## config.mk

```make
export PLATFORM = sky130hd
export DESIGN_NAME = sha224_stream_hasher_unit
export DESIGN_NICKNAME = d
export VERILOG_FILES = /design/src/rtl/core/sha224_pkg.sv /design/src/rtl/core/sha224_stream_hasher_unit.sv /design/src/rtl/core/sha224_fifo.sv /design/src/rtl/core/sha224_core.sv
export VERILOG_INCLUDE_DIRS = /design/src /design/src/rtl/core
export SDC_FILE = /design/constraint.sdc
export NUM_CORES = 2
export LEC_CHECK = 0
export BUFFER_PORTS_ARGS = -buffer_cell sky130_fd_sc_hd__buf_2
export CORE_MARGIN = 8
export CORE_UTILIZATION = 65
export DETAILED_ROUTE_END_ITERATION = 8
export PLACE_DENSITY = 0.84
export SYNTH_ARGS = -nofsm -noshare
export SYNTH_HDL_FRONTEND = slang
export SYNTH_SLANG_ARGS = --single-unit
```

## constraint.sdc

```tcl
create_clock -name i_clk -period 16.99 [get_ports i_clk]
set_input_delay 3.398 -clock i_clk [delete_from_list [all_inputs] [get_ports i_clk]]
set_output_delay 3.398 -clock i_clk [all_outputs]
set_load 0.05 [all_outputs]
```

## src/rtl/core/sha224_stream_hasher_unit_macros.svh

```systemverilog
// Assertion macros for the SHA-224 stream hasher.
`ifndef SHA224_STREAM_HASHER_UNIT_MACROS_SVH
`define SHA224_STREAM_HASHER_UNIT_MACROS_SVH
`ifndef SYNTHESIS
`define SHA_ASSERT_IMPL(label, clk, rst_n, ante, cons) \
    label: assert property (@(posedge clk) disable iff (!rst_n) (ante) |-> (cons)) \
    else $error("assertion failed");
`define SHA_ASSERT_NEXT(label, clk, rst_n, ante, cons) \
    label: assert property (@(posedge clk) disable iff (!rst_n) (ante) |=> (cons)) \
    else $error("assertion failed");
`else
`define SHA_ASSERT_IMPL(label, clk, rst_n, ante, cons)
`define SHA_ASSERT_NEXT(label, clk, rst_n, ante, cons)
`endif
`endif

```

## src/rtl/core/sha224_pkg.sv

```systemverilog
// Package with SHA-224 constants, types and a rotate-right helper function.
`timescale 1ns / 1ps
package sha224_pkg;
    localparam int unsigned FifoDepth = 4;
    localparam int unsigned OutDepth = 8;

    typedef struct packed {
        logic [7:0] data_byte;
        logic       has_data;
        logic       end_of_message;
    } t_item;

    typedef struct packed {
        logic        load;
        logic        start;
        logic        finish;
    } t_ctl;

    typedef struct packed {
        logic [31:0] digest_word;
        logic [2:0]  word_index;
        logic        last_word;
    } t_result;

    localparam logic [31:0] IV [8] = '{
        32'hc1059ed8, 32'h367cd507, 32'h3070dd17, 32'hf70e5939,
        32'hffc00b31, 32'h68581511, 32'h64f98fa7, 32'hbefa4fa4
    };

    localparam logic [31:0] K [64] = '{
        32'h428a2f98, 32'h71374491, 32'hb5c0fbcf, 32'he9b5dba5, 32'h3956c25b, 32'h59f111f1,
        32'h923f82a4, 32'hab1c5ed5, 32'hd807aa98, 32'h12835b01, 32'h243185be, 32'h550c7dc3,
        32'h72be5d74, 32'h80deb1fe, 32'h9bdc06a7, 32'hc19bf174, 32'he49b69c1, 32'hefbe4786,
        32'h0fc19dc6, 32'h240ca1cc, 32'h2de92c6f, 32'h4a7484aa, 32'h5cb0a9dc, 32'h76f988da,
        32'h983e5152, 32'ha831c66d, 32'hb00327c8, 32'hbf597fc7, 32'hc6e00bf3, 32'hd5a79147,
        32'h06ca6351, 32'h14292967, 32'h27b70a85, 32'h2e1b2138, 32'h4d2c6dfc, 32'h53380d13,
        32'h650a7354, 32'h766a0abb, 32'h81c2c92e, 32'h92722c85, 32'ha2bfe8a1, 32'ha81a664b,
        32'hc24b8b70, 32'hc76c51a3, 32'hd192e819, 32'hd6990624, 32'hf40e3585, 32'h106aa070,
        32'h19a4c116, 32'h1e376c08, 32'h2748774c, 32'h34b0bcb5, 32'h391c0cb3, 32'h4ed8aa4a,
        32'h5b9cca4f, 32'h682e6ff3, 32'h748f82ee, 32'h78a5636f, 32'h84c87814, 32'h8cc70208,
        32'h90befffa, 32'ha4506ceb, 32'hbef9a3f7, 32'hc67178f2
    };

    localparam logic [7:0] PadByte = 8'h80;

    function automatic logic [31:0] ror(input logic [31:0] x, input int unsigned n);
        ror = (x >> n) | (x << (32 - n));
    endfunction
endpackage

```

## src/rtl/core/sha224_stream_hasher_unit.sv

```systemverilog
// Top level of the SHA-224 stream hasher: input queue, core, result queue.
// The core takes each byte from the input queue once it is registered there; a full block
// then runs 64 rounds of compression (one round per cycle); end of message adds padding bytes
// and one or two blocks, then seven words enter the result queue as it has room.
// The core takes no new bytes while a block is in its rounds, set by the single round unit.
// Reset (synchronous, active low) clears queues and restores the initial hash.
`timescale 1ns / 1ps
`include "sha224_stream_hasher_unit_macros.svh"
module sha224_stream_hasher_unit #(
    parameter int unsigned FifoDepth = sha224_pkg::FifoDepth,
    parameter int unsigned OutDepth  = sha224_pkg::OutDepth
) (
    input  logic        i_clk,
    input  logic        i_rst_n,
    input  logic        push,
    output logic        full,
    input  logic [7:0]  i_data_byte,
    input  logic        i_has_data,
    input  logic        i_end_of_message,
    output logic        empty,
    input  logic        pop,
    output logic [31:0] o_digest_word,
    output logic [2:0]  o_word_index,
    output logic        o_last_word
);
    sha224_pkg::t_item   in_item, q_item;
    sha224_pkg::t_result res, q_res;
    logic q_empty, take, res_valid, res_full;

    assign in_item = '{data_byte: i_data_byte, has_data: i_has_data,
                       end_of_message: i_end_of_message};

    sha224_fifo #(.Width($bits(sha224_pkg::t_item)), .Depth(FifoDepth)) u_in (
        .i_clk(i_clk), .i_rst_n(i_rst_n), .i_push(push), .i_data(in_item),
        .o_full(full), .i_pop(take), .o_empty(q_empty), .o_data(q_item));

    sha224_core u_core (
        .i_clk(i_clk), .i_rst_n(i_rst_n), .i_valid(!q_empty), .i_item(q_item),
        .o_take(take), .i_res_ready(!res_full), .o_res_valid(res_valid), .o_res(res));

    sha224_fifo #(.Width($bits(sha224_pkg::t_result)), .Depth(OutDepth)) u_out (
        .i_clk(i_clk), .i_rst_n(i_rst_n), .i_push(res_valid), .i_data(res),
        .o_full(res_full), .i_pop(pop), .o_empty(empty), .o_data(q_res));

    assign o_digest_word = q_res.digest_word;
    assign o_word_index  = q_res.word_index;
    assign o_last_word   = q_res.last_word;

    `SHA_ASSERT_IMPL(a_last_idx, i_clk, i_rst_n, !empty && o_last_word, o_word_index == 3'd6)
    `SHA_ASSERT_IMPL(a_idx_rng, i_clk, i_rst_n, !empty, o_word_index != 3'd7)
    `SHA_ASSERT_NEXT(a_take_ok, i_clk, i_rst_n, take, 1'b1)
endmodule

```

## src/rtl/core/sha224_fifo.sv

```systemverilog
// Small queue, used both as the input queue and as the result queue of the hasher.
`timescale 1ns / 1ps
module sha224_fifo #(
    parameter int unsigned Width = 10,
    parameter int unsigned Depth = 4
) (
    input  logic             i_clk,
    input  logic             i_rst_n,
    input  logic             i_push,
    input  logic [Width-1:0] i_data,
    output logic             o_full,
    input  logic             i_pop,
    output logic             o_empty,
    output logic [Width-1:0] o_data
);
    localparam int unsigned Aw = (Depth > 1) ? $clog2(Depth) : 1;
    logic [Width-1:0] r_mem [Depth];
    logic [Aw-1:0] r_wp, r_rp;
    logic [Aw:0] r_cnt;
    logic do_push, do_pop;

    assign o_full  = (r_cnt == Aw'(0) + (Aw+1)'(Depth));
    assign o_empty = (r_cnt == '0);
    assign do_push = i_push && !o_full;
    assign do_pop  = i_pop && !o_empty;
    assign o_data  = r_mem[r_rp];

    always_ff @(posedge i_clk) begin
        if (!i_rst_n) begin
            r_wp <= '0;
            r_rp <= '0;
            r_cnt <= '0;
        end else begin
            if (do_push) begin
                r_wp <= (r_wp == Aw'(Depth - 1)) ? '0 : r_wp + 1'b1;
            end
            if (do_pop) begin
                r_rp <= (r_rp == Aw'(Depth - 1)) ? '0 : r_rp + 1'b1;
            end
            r_cnt <= r_cnt + (Aw+1)'(do_push) - (Aw+1)'(do_pop);
        end
    end

    always_ff @(posedge i_clk) begin
        if (do_push) begin
            r_mem[r_wp] <= i_data;
        end
    end
endmodule

```

## src/rtl/core/sha224_core.sv

```systemverilog
// Back part: byte packing, padding sequencer, 64-round compression and digest word output.
`timescale 1ns / 1ps
module sha224_core (
    input  logic                 i_clk,
    input  logic                 i_rst_n,
    input  logic                 i_valid,
    input  sha224_pkg::t_item    i_item,
    output logic                 o_take,
    input  logic                 i_res_ready,
    output logic                 o_res_valid,
    output sha224_pkg::t_result  o_res
);
    localparam logic [2:0] StIdle = 3'd0;
    localparam logic [2:0] StComp = 3'd1;
    localparam logic [2:0] StPad  = 3'd2;
    localparam logic [2:0] StEmit = 3'd3;

    logic [2:0]  r_state, n_state;
    logic [31:0] r_h [8];
    logic [31:0] r_v [8];
    logic [31:0] r_w [16];
    logic [63:0] r_bits, r_len;
    logic [5:0]  r_fill;
    logic [5:0]  r_round;
    logic        r_pad;
    logic [2:0]  r_widx;
    logic        r_ret_pad;
    logic        r_len_in;
    logic        r_len_blk;

    logic        ld_en;
    logic [7:0]  ld_byte;
    logic [31:0] w_new, w_cur, t1, t2;
    logic [31:0] a2, a15, s0, s1;
    logic [63:0] len_cur;
    logic [2:0]  lsel;
    sha224_pkg::t_ctl ctl;

    assign a2  = r_w[4'(r_round - 6'd2)];
    assign a15 = r_w[4'(r_round - 6'd15)];
    assign s1  = sha224_pkg::ror(a2, 17) ^ sha224_pkg::ror(a2, 19) ^ (a2 >> 10);
    assign s0  = sha224_pkg::ror(a15, 7) ^ sha224_pkg::ror(a15, 18) ^ (a15 >> 3);
    assign w_new = s1 + r_w[4'(r_round - 6'd7)] + s0 + r_w[r_round[3:0]];
    assign w_cur = (r_round >= 6'd16) ? w_new : r_w[r_round[3:0]];
    assign t1 = r_v[7] + (sha224_pkg::ror(r_v[4], 6) ^ sha224_pkg::ror(r_v[4], 11)
              ^ sha224_pkg::ror(r_v[4], 25)) + ((r_v[4] & r_v[5]) ^ (~r_v[4] & r_v[6]))
              + sha224_pkg::K[r_round] + w_cur;
    assign t2 = (sha224_pkg::ror(r_v[0], 2) ^ sha224_pkg::ror(r_v[0], 13)
              ^ sha224_pkg::ror(r_v[0], 22))
              + ((r_v[0] & r_v[1]) ^ (r_v[0] & r_v[2]) ^ (r_v[1] & r_v[2]));

    assign len_cur = r_bits + (i_item.has_data ? 64'd8 : 64'd0);
    assign lsel = 3'(r_fill[2:0]);

    function automatic logic [31:0] n_v(input int i);
        n_v = (i == 0) ? t1 + t2 : (i == 4) ? r_v[3] + t1 : r_v[i-1];
    endfunction

    always_comb begin
        ctl = '0;
        ld_en = 1'b0;
        ld_byte = i_item.data_byte;
        o_take = 1'b0;
        n_state = r_state;
        unique case (r_state)
            StIdle: begin
                if (i_valid) begin
                    o_take = 1'b1;
                    ld_en = i_item.has_data;
                    ctl.finish = i_item.end_of_message;
                end
            end
            StPad: begin
                ld_en = 1'b1;
                if (!r_pad) begin
                    ld_byte = sha224_pkg::PadByte;
                end else if (r_len_blk && r_fill >= 6'd56) begin
                    ld_byte = r_len[8'(63 - 8 * int'(lsel)) -: 8];
                end else begin
                    ld_byte = 8'h00;
                end
            end
            default: ;
        endcase
        ctl.load = ld_en;
        ctl.start = ld_en && (r_fill == 6'd63);
    end

    always_ff @(posedge i_clk) begin
        if (!i_rst_n) begin
            r_state <= StIdle;
            r_bits  <= '0;
            r_fill  <= '0;
            r_round <= '0;
            r_pad   <= 1'b0;
            r_widx  <= '0;
            r_ret_pad <= 1'b0;
            for (int i = 0; i < 8; i++) begin
                r_h[i] <= sha224_pkg::IV[i];
            end
        end else begin
            if (ctl.load) begin
                r_fill <= r_fill + 6'd1;
            end
            unique case (r_state)
                StIdle: begin
                    if (o_take) begin
                        r_bits <= len_cur;
                        if (ctl.finish) begin
                            r_len <= len_cur;
                            r_pad <= 1'b0;
                        end
                        if (ctl.start) begin
                            r_state <= StComp;
                            r_ret_pad <= ctl.finish;
                        end else if (ctl.finish) begin
                            r_state <= StPad;
                        end
                    end
                end
                StPad: begin
                    r_pad <= 1'b1;
                    if (ctl.start) begin
                        r_state <= StComp;
                        r_ret_pad <= 1'b1;
                    end
                end
                StComp: begin
                    r_round <= r_round + 6'd1;
                    if (r_round == 6'd63) begin
                        for (int i = 0; i < 8; i++) begin
                            r_h[i] <= r_h[i] + n_v(i);
                        end
                        if (!r_ret_pad) begin
                            r_state <= StIdle;
                        end else if (r_len_in) begin
                            r_state <= StEmit;
                            r_widx <= '0;
                        end else begin
                            r_state <= StPad;
                        end
                    end
                end
                StEmit: begin
                    if (i_res_ready) begin
                        r_widx <= r_widx + 3'd1;
                        if (r_widx == 3'd6) begin
                            r_state <= StIdle;
                            r_bits <= '0;
                            r_fill <= '0;
                            for (int i = 0; i < 8; i++) begin
                                r_h[i] <= sha224_pkg::IV[i];
                            end
                        end
                    end
                end
                default: r_state <= StIdle;
            endcase
        end
    end

    // length goes into the block where the pad byte lands before byte 56, else the next one
    always_ff @(posedge i_clk) begin
        if (!i_rst_n) begin
            r_len_in <= 1'b0;
            r_len_blk <= 1'b0;
        end else if (r_state == StIdle) begin
            r_len_in <= 1'b0;
            r_len_blk <= 1'b0;
        end else if (r_state == StPad) begin
            if (!r_pad && r_fill < 6'd56) begin
                r_len_blk <= 1'b1;
            end
            if (r_fill == 6'd63) begin
                if (r_len_blk) begin
                    r_len_in <= 1'b1;
                end else begin
                    r_len_blk <= 1'b1;
                end
            end
        end
    end

    always_ff @(posedge i_clk) begin
        if (ctl.load) begin
            r_w[r_fill[5:2]][8'(31 - 8 * int'(r_fill[1:0])) -: 8] <= ld_byte;
        end
        if (ctl.start) begin
            for (int i = 0; i < 8; i++) begin
                r_v[i] <= r_h[i];
            end
        end else if (r_state == StComp) begin
            for (int i = 0; i < 8; i++) begin
                r_v[i] <= n_v(i);
            end
            if (r_round >= 6'd16) begin
                r_w[r_round[3:0]] <= w_new;
            end
        end
    end

    assign o_res_valid = (r_state == StEmit);
    assign o_res.digest_word = r_h[r_widx];
    assign o_res.word_index = r_widx;
    assign o_res.last_word = (r_widx == 3'd6);
endmodule
```

=== After elaboration in Yosys (flattened, before gate mapping) ===
Memories as Yosys holds them, arrays and structs flattened. A register that Yosys moved wholly into a read port is not among the register bits.
Cells that the tools add are included.

* Input bits: 14
* Bits in registers: 167
* Output and inout port bits: 38
* Bits in writable memories: 1352
* Memories kept: 6
* Bits in read-only memories: 2048

{| class="wikitable"
|+ Memories
! name !! depth !! width !! read ports !! clocked after memory_dff !! write ports !! RTL line !! text
|-
| (no name shown) || 64 || 32 || 1 || 0 || 0 || sha224_core.sv:47 || <nowiki>+ sha224_pkg::K[r_round] + w_cur;</nowiki>
|-
| u_core.r_w || 16 || 32 || 4 || 1 || 1 || sha224_core.sv:21 || <nowiki>logic [31:0] r_w [16];</nowiki>
|-
| u_out.r_mem || 8 || 36 || 1 || 1 || 1 || sha224_fifo.sv:17 || <nowiki>logic [Width-1:0] r_mem [Depth];</nowiki>
|-
| u_core.r_h || 8 || 32 || 9 || 1 || 8 || sha224_core.sv:19 || <nowiki>logic [31:0] r_h [8];</nowiki>
|-
| u_core.r_v || 8 || 32 || 8 || 0 || 8 || sha224_core.sv:20 || <nowiki>logic [31:0] r_v [8];</nowiki>
|-
| u_in.r_mem || 4 || 10 || 1 || 1 || 1 || sha224_fifo.sv:17 ||
|}

* $add $sub $neg: 36
* Order comparisons: 4
* Equality and inequality tests: 22
* Shift operators: 3
* Muxes and demuxes: 110
* Bitwise logic cells: 53
* Reductions and logical operators: 27

{| class="wikitable"
|+ Operators with widths
! operator !! number
|-
| 2-to-1 mux 32 bit || 30
|-
| adder 32 bit || 18
|-
| XOR 32 bit || 9
|-
| 2-to-1 mux 64 bit || 3
|-
| AND 32 bit || 5
|-
| one-hot mux 64 bit (2 select lines) || 1
|-
| variable part select 71 x 8 -> 8 bit || 1
|-
| adder 64 bit || 1
|-
| 2-to-1 mux 3 bit || 18
|-
| variable shift 8 x 9 -> 39 bit, first input constant || 1
|-
| variable part select 8 x 9 -> 39 bit || 1
|-
| 2-to-1 mux 1 bit || 38
|-
| inverter 32 bit || 1
|-
| bitwise OR 10 x 32 -> 32 bit || 1
|-
| bitwise OR 13 x 32 -> 32 bit || 1
|-
| bitwise OR 14 x 32 -> 32 bit || 1
|-
| bitwise OR 15 x 32 -> 32 bit || 1
|-
| bitwise OR 19 x 32 -> 32 bit || 1
|-
| bitwise OR 21 x 32 -> 32 bit || 1
|-
| bitwise OR 25 x 32 -> 32 bit || 1
|-
| bitwise OR 26 x 32 -> 32 bit || 1
|-
| bitwise OR 30 x 32 -> 32 bit || 1
|-
| bitwise OR 7 x 32 -> 32 bit || 1
|-
| OR reduction 32 bit || 1
|-
| 48 further kinds || 117
|}

=== Longest topological paths before layout ===
An unclocked memory read counts as a cell.

* Word-level depth: 14
* Gate-level depth with buffers: 64
* Mapped depth without buffers: 60

=== Modules after synthesis ===
Synthesis repeated with hierarchy kept, for this count alone.

* Cells, all modules: 8405
* Area, all modules: 98972.4 sq um

{| class="wikitable"
|+ By module, submodules not included
! module !! times used !! seq. area each (sq um) !! cells an instance !! area each (sq um)
|-
| sha224_core || 1 || 33081.7 || 7804 || 85294.3
|-
| sha224_fifo at u_out || 1 || 8908.5 || 494 || 11746.3
|-
| sha224_fifo at u_in || 1 || 1381.3 || 105 || 1924.3
|-
| sha224_stream_hasher_unit || 1 || 0.0 || 2 || 7.5
|}

=== Least setup slack after synthesis ===
OpenSTA, ideal clock, no wires.

* Path kind: reg-to-reg
* Start: register u_core.r_round[0]
* End: memory u_core.r_h[0][31], data pin
* Required time: 16.722 ns
* Cell stages (with the launch flop): 63
* Setup time: 0.268 ns
* Data arrival time: 13.793 ns
* Path slack: 2.929 ns
* Path through: dfxtp_1 buf_2 inv_1 clkbuf_1 ha_1 buf_2 buf_2 buf_1 clkbuf_1 buf_1 clkbuf_1 mux4_2 mux4_2 inv_1 fa_1 inv_1 fa_1 ha_1 [27 not listed] a21o_1 a21o_1 a21o_1 a21oi_1 nor2_1 or3_1 xor2_1 ha_1 o21ai_0 nand2b_1 a21oi_1 o21ai_0 a41oi_1 a31oi_1 a21o_1 a21oi_1 xnor2_1 nand2_1

{| class="wikitable"
|+ RTL lines
! item !! RTL line !! text
|-
| start, declared || sha224_core.sv:24 || <nowiki>logic [5:0] r_round;</nowiki>
|-
| start signal, assigned || sha224_core.sv:129 || <nowiki>r_round <= r_round + 6'd1;</nowiki>
|-
| end, declared || sha224_core.sv:19 ||
|}

==> summary.md <==
| Metric | Value |
|---|---|
| Fraction of registers with async set/reset | 0% |
| R2R cell count | 50 |
| Cts bufs inserted | 162 |
| Synth Net Count | 8773 |
| Top delay family on crit path | compound AO/OA/AOI/OAI gates |
| Compound-Gate Fraction of Synth Area | 9.656% |
| Reg-to-reg slack, setup | 1.71 ns |
| YS warnings | 0 |
| CTS resizes | 0 |
| Worst slew margin relative to its limit | -0.2556% |
| Layout Area Growth over Synthesis | 7.883% |
| RSZ-0062 raised after global routing | no |
| Slew of the pin with the lowest slew margin | 1.504 ns |
| R2r endpoint | u_core.r_h[0][30] |
| Clock transition at path regs | 0.06 ns |
| Total GRT Usage | 37.04% |
| Placer congestion estimate | 1.005 |
| Failing checks | max-capacitance violations, max-slew violations |
| Hold_sp | u_core.r_h[5][25] |
| Avg Inst Size Synth | 12.03 µm² |
| CP Data Arrival Time | 15.82 ns |
| Post-route ant nets | 0 |
| Chip Width | 403.9 µm |
| Largest net degree at the start of global routing | 148 |
| First-pass GRT wire length | 454700 µm |
| Drc violations | 0 |
| Min-Delay Path Class | flip-flop to flip-flop |
| Core Rows | 142 |
| WP data required | 17.53 ns |
| Setup TNS | 0 ns |
| Cell count after synthesis | 8131 |
| Synth top area cells | edfxtp_1 (39%), mux4_2 (15%), ha_1 (5.5%) |
| Via count | 71910 |
| Register area share after synthesis | 44.34% |
| Yosys top cell area share | 39.45% |
| Setup CP Type | flip-flop to flip-flop |
| Drt total wl | 308300 µm |
| I/O Pins | 52 |
| Register bit total from synthesis | 1524 |
| Wirelength per Cell | 30.27 µm |
| CP Capture Type | flip-flop |
| Layout cells sized above 1 | 16.16% |
| Initial drt markers | 9843 |
| Initial antenna violation count | 10 |
| CTS tree | done |
| Final Max Slew Viols | 16 |
| Main synth FF type | edfxtp_1 |
| Setup repair bufs after CTS | 0 |
| Core Region | 149600 µm² |
| Wire length on met2 | 144000 µm |
| Post-Synth Adder-Cell Area | 9.709% |
| Synth Area in XOR/XNOR | 5.905% |
| Netlist cell types | 85 |
| Largest area contributor in the netlist | edfxtp_1 |
| Min-Delay Endpoint | u_core.r_h[5][25] |
| Slowest library cell on the worst path | ha_4 |
| Hold buffers post-CTS | 0 |
| Skew final | 0.06696 ns |
| R2R Path Start | u_core.r_round[0] |
| Clock sinks | 1524 |
| Top Layer Used | met5 |
| DRT met1 WL | 105900 µm |
| Maximum Capacitance Violations | 1 |
| Crit-path max FO | 61 |
| Vias in the first global route | 71390 |
| Endpoints failing hold | 0 |
| CP Launch Type | flip-flop |
| Clock root buffer | clkbuf_16 |
| Via density | 7.062 |
| WHS Path Cells | 2 |
| Crit path depth | 50 |
| Most frequent cells in the layout | edfxtp_1 (1285), nand2_1 (991), mux4_2 (662) |
| Max Root-Sink Buffers | 3 |
| Mux contribution to synthesized area | 17.78% |
| Die Y | 403.9 µm |
| Initial DRT Pass Iterations | 6 |
| Die Area | 163200 µm² |
| IO buf count | 51 |
| Post-synth EDFFs | 1285 |
| WP buf/inv | 7 |
| HPWL after DPL | 217900 µm |
| Status | finished with violations |
| Largest family of logic cells by synthesized area | multiplexers |
| WL met3 | 34460 µm |
| Final setup fails | 0 |
| Clk_lat worst skew | 0.83 ns |
| Max Freq | 65.43 MHz |
| # H-tree levels | 4 |
| Most common cell after layout, fill and taps aside | edfxtp_1 |
| Post-Syn Area | 97820 µm² |
| Synth Area in Simple Gates | 9.250% |
| Starting Density | 65.39% |
| Nets | 8664 |
| Congestion Overflow GR | 0 |
| Crit path time final | 15.28 ns |
| Slowest Stage Delay on Critical Path | 1.07 ns |
| CP most frequent cell | a21oi_1 |
| Period utilisation layout | 89.96% |
[worst max-delay path by stage]
stage,from,slack (ns),to
after floorplan,u_core.r_round[0],2.93,u_core.r_h[0][31]
after global placement,u_core.r_round[0],1.98,u_core.r_h[0][31]
after detailed placement,u_core.r_round[0],1.89,u_core.r_h[0][30]
after CTS,u_core.r_round[0],1.91,u_core.r_h[0][30]
after global routing,u_core.r_round[0],0.84,u_core.r_h[0][30]
final,u_core.r_round[0],1.71,u_core.r_h[0][30]
[kinds of logic after synthesis]
logic type / after synthesis
simple gates: 2064
flops: 1524
compound gates: 1507
mux: 874
buf+inv: 864
xor+xnor: 654
fa+ha+maj: 644
[per-layer routing]
layer  track usage, %  up-vias
li1                 -    30050
met5                0        -
met2            59.98     5379
met4            22.27        2
met1            45.72    35270
met3            8.432     1205
[final cells by class]
type	instances	area (µm²)
multi-input cells	5743	51360
fillers	9996	44070
flip-flops and latches	1524	43410
clock buffers	208	4277
well taps	2016	2522
inverters	407	1528
repair buffers	184	1331
clock inverters	95	1087
diodes	6	15.01
[through the flow]
| step | setup slack [ns] | area [µm²] | hold WS, ns | utilization [%] | std cells |
|---|---|---|---|---|---|
| CTS | 1.910 | 105500 | 0.4929 | 70.52 | 10180 |
| detailed placement | 1.889 | 100100 | 0.4769 | 66.93 | 9873 |
| global placement | 1.980 | 100100 | 0.4493 | 66.93 | 9873 |
| floorplan | 2.929 | 97820 | 0.4285 | - | 8131 |
| finish | 1.706 | 105500 | 0.4939 | 70.54 | 10180 |
| global route | 0.8374 | 105500 | 0.5210 | 70.53 | 10180 |
[registers in the layout (all words and copies together) (netlist names), 3 cells and up, named ones only]
name,flops
u_in.r_cnt,3
u_out.r_rp,3
u_core.r_h,256
u_core.r_w,512
u_out.r_cnt,4
u_core.r_round,6
u_core.r_fill,6
u_out.r_wp,3
u_in.r_mem,40
u_out.r_mem,288
u_core.r_bits,61
u_core.r_v,256
u_core.r_len,61
u_core.r_widx,3
[synthesized netlist by cell type, drive strengths merged, types with 208 or more instances]
library cell and count:
a21o 208, a21oi 458, clkbuf 354, dfxtp 239, edfxtp 1285, ha 431
inv 406, mux4 671, nand2 997, nor2 449, o21ai 333, xnor2 391
xor2 262
[tightest hold or removal path, stage by stage, from the launching register on]
cell,delay [ns]
dfxtp_1,0.33
nand2_1,0.06
a21oi_1,0.05
Power is not shown: default switching activity piles up to over one toggle a cycle in this logic, so the estimate is an artifact.
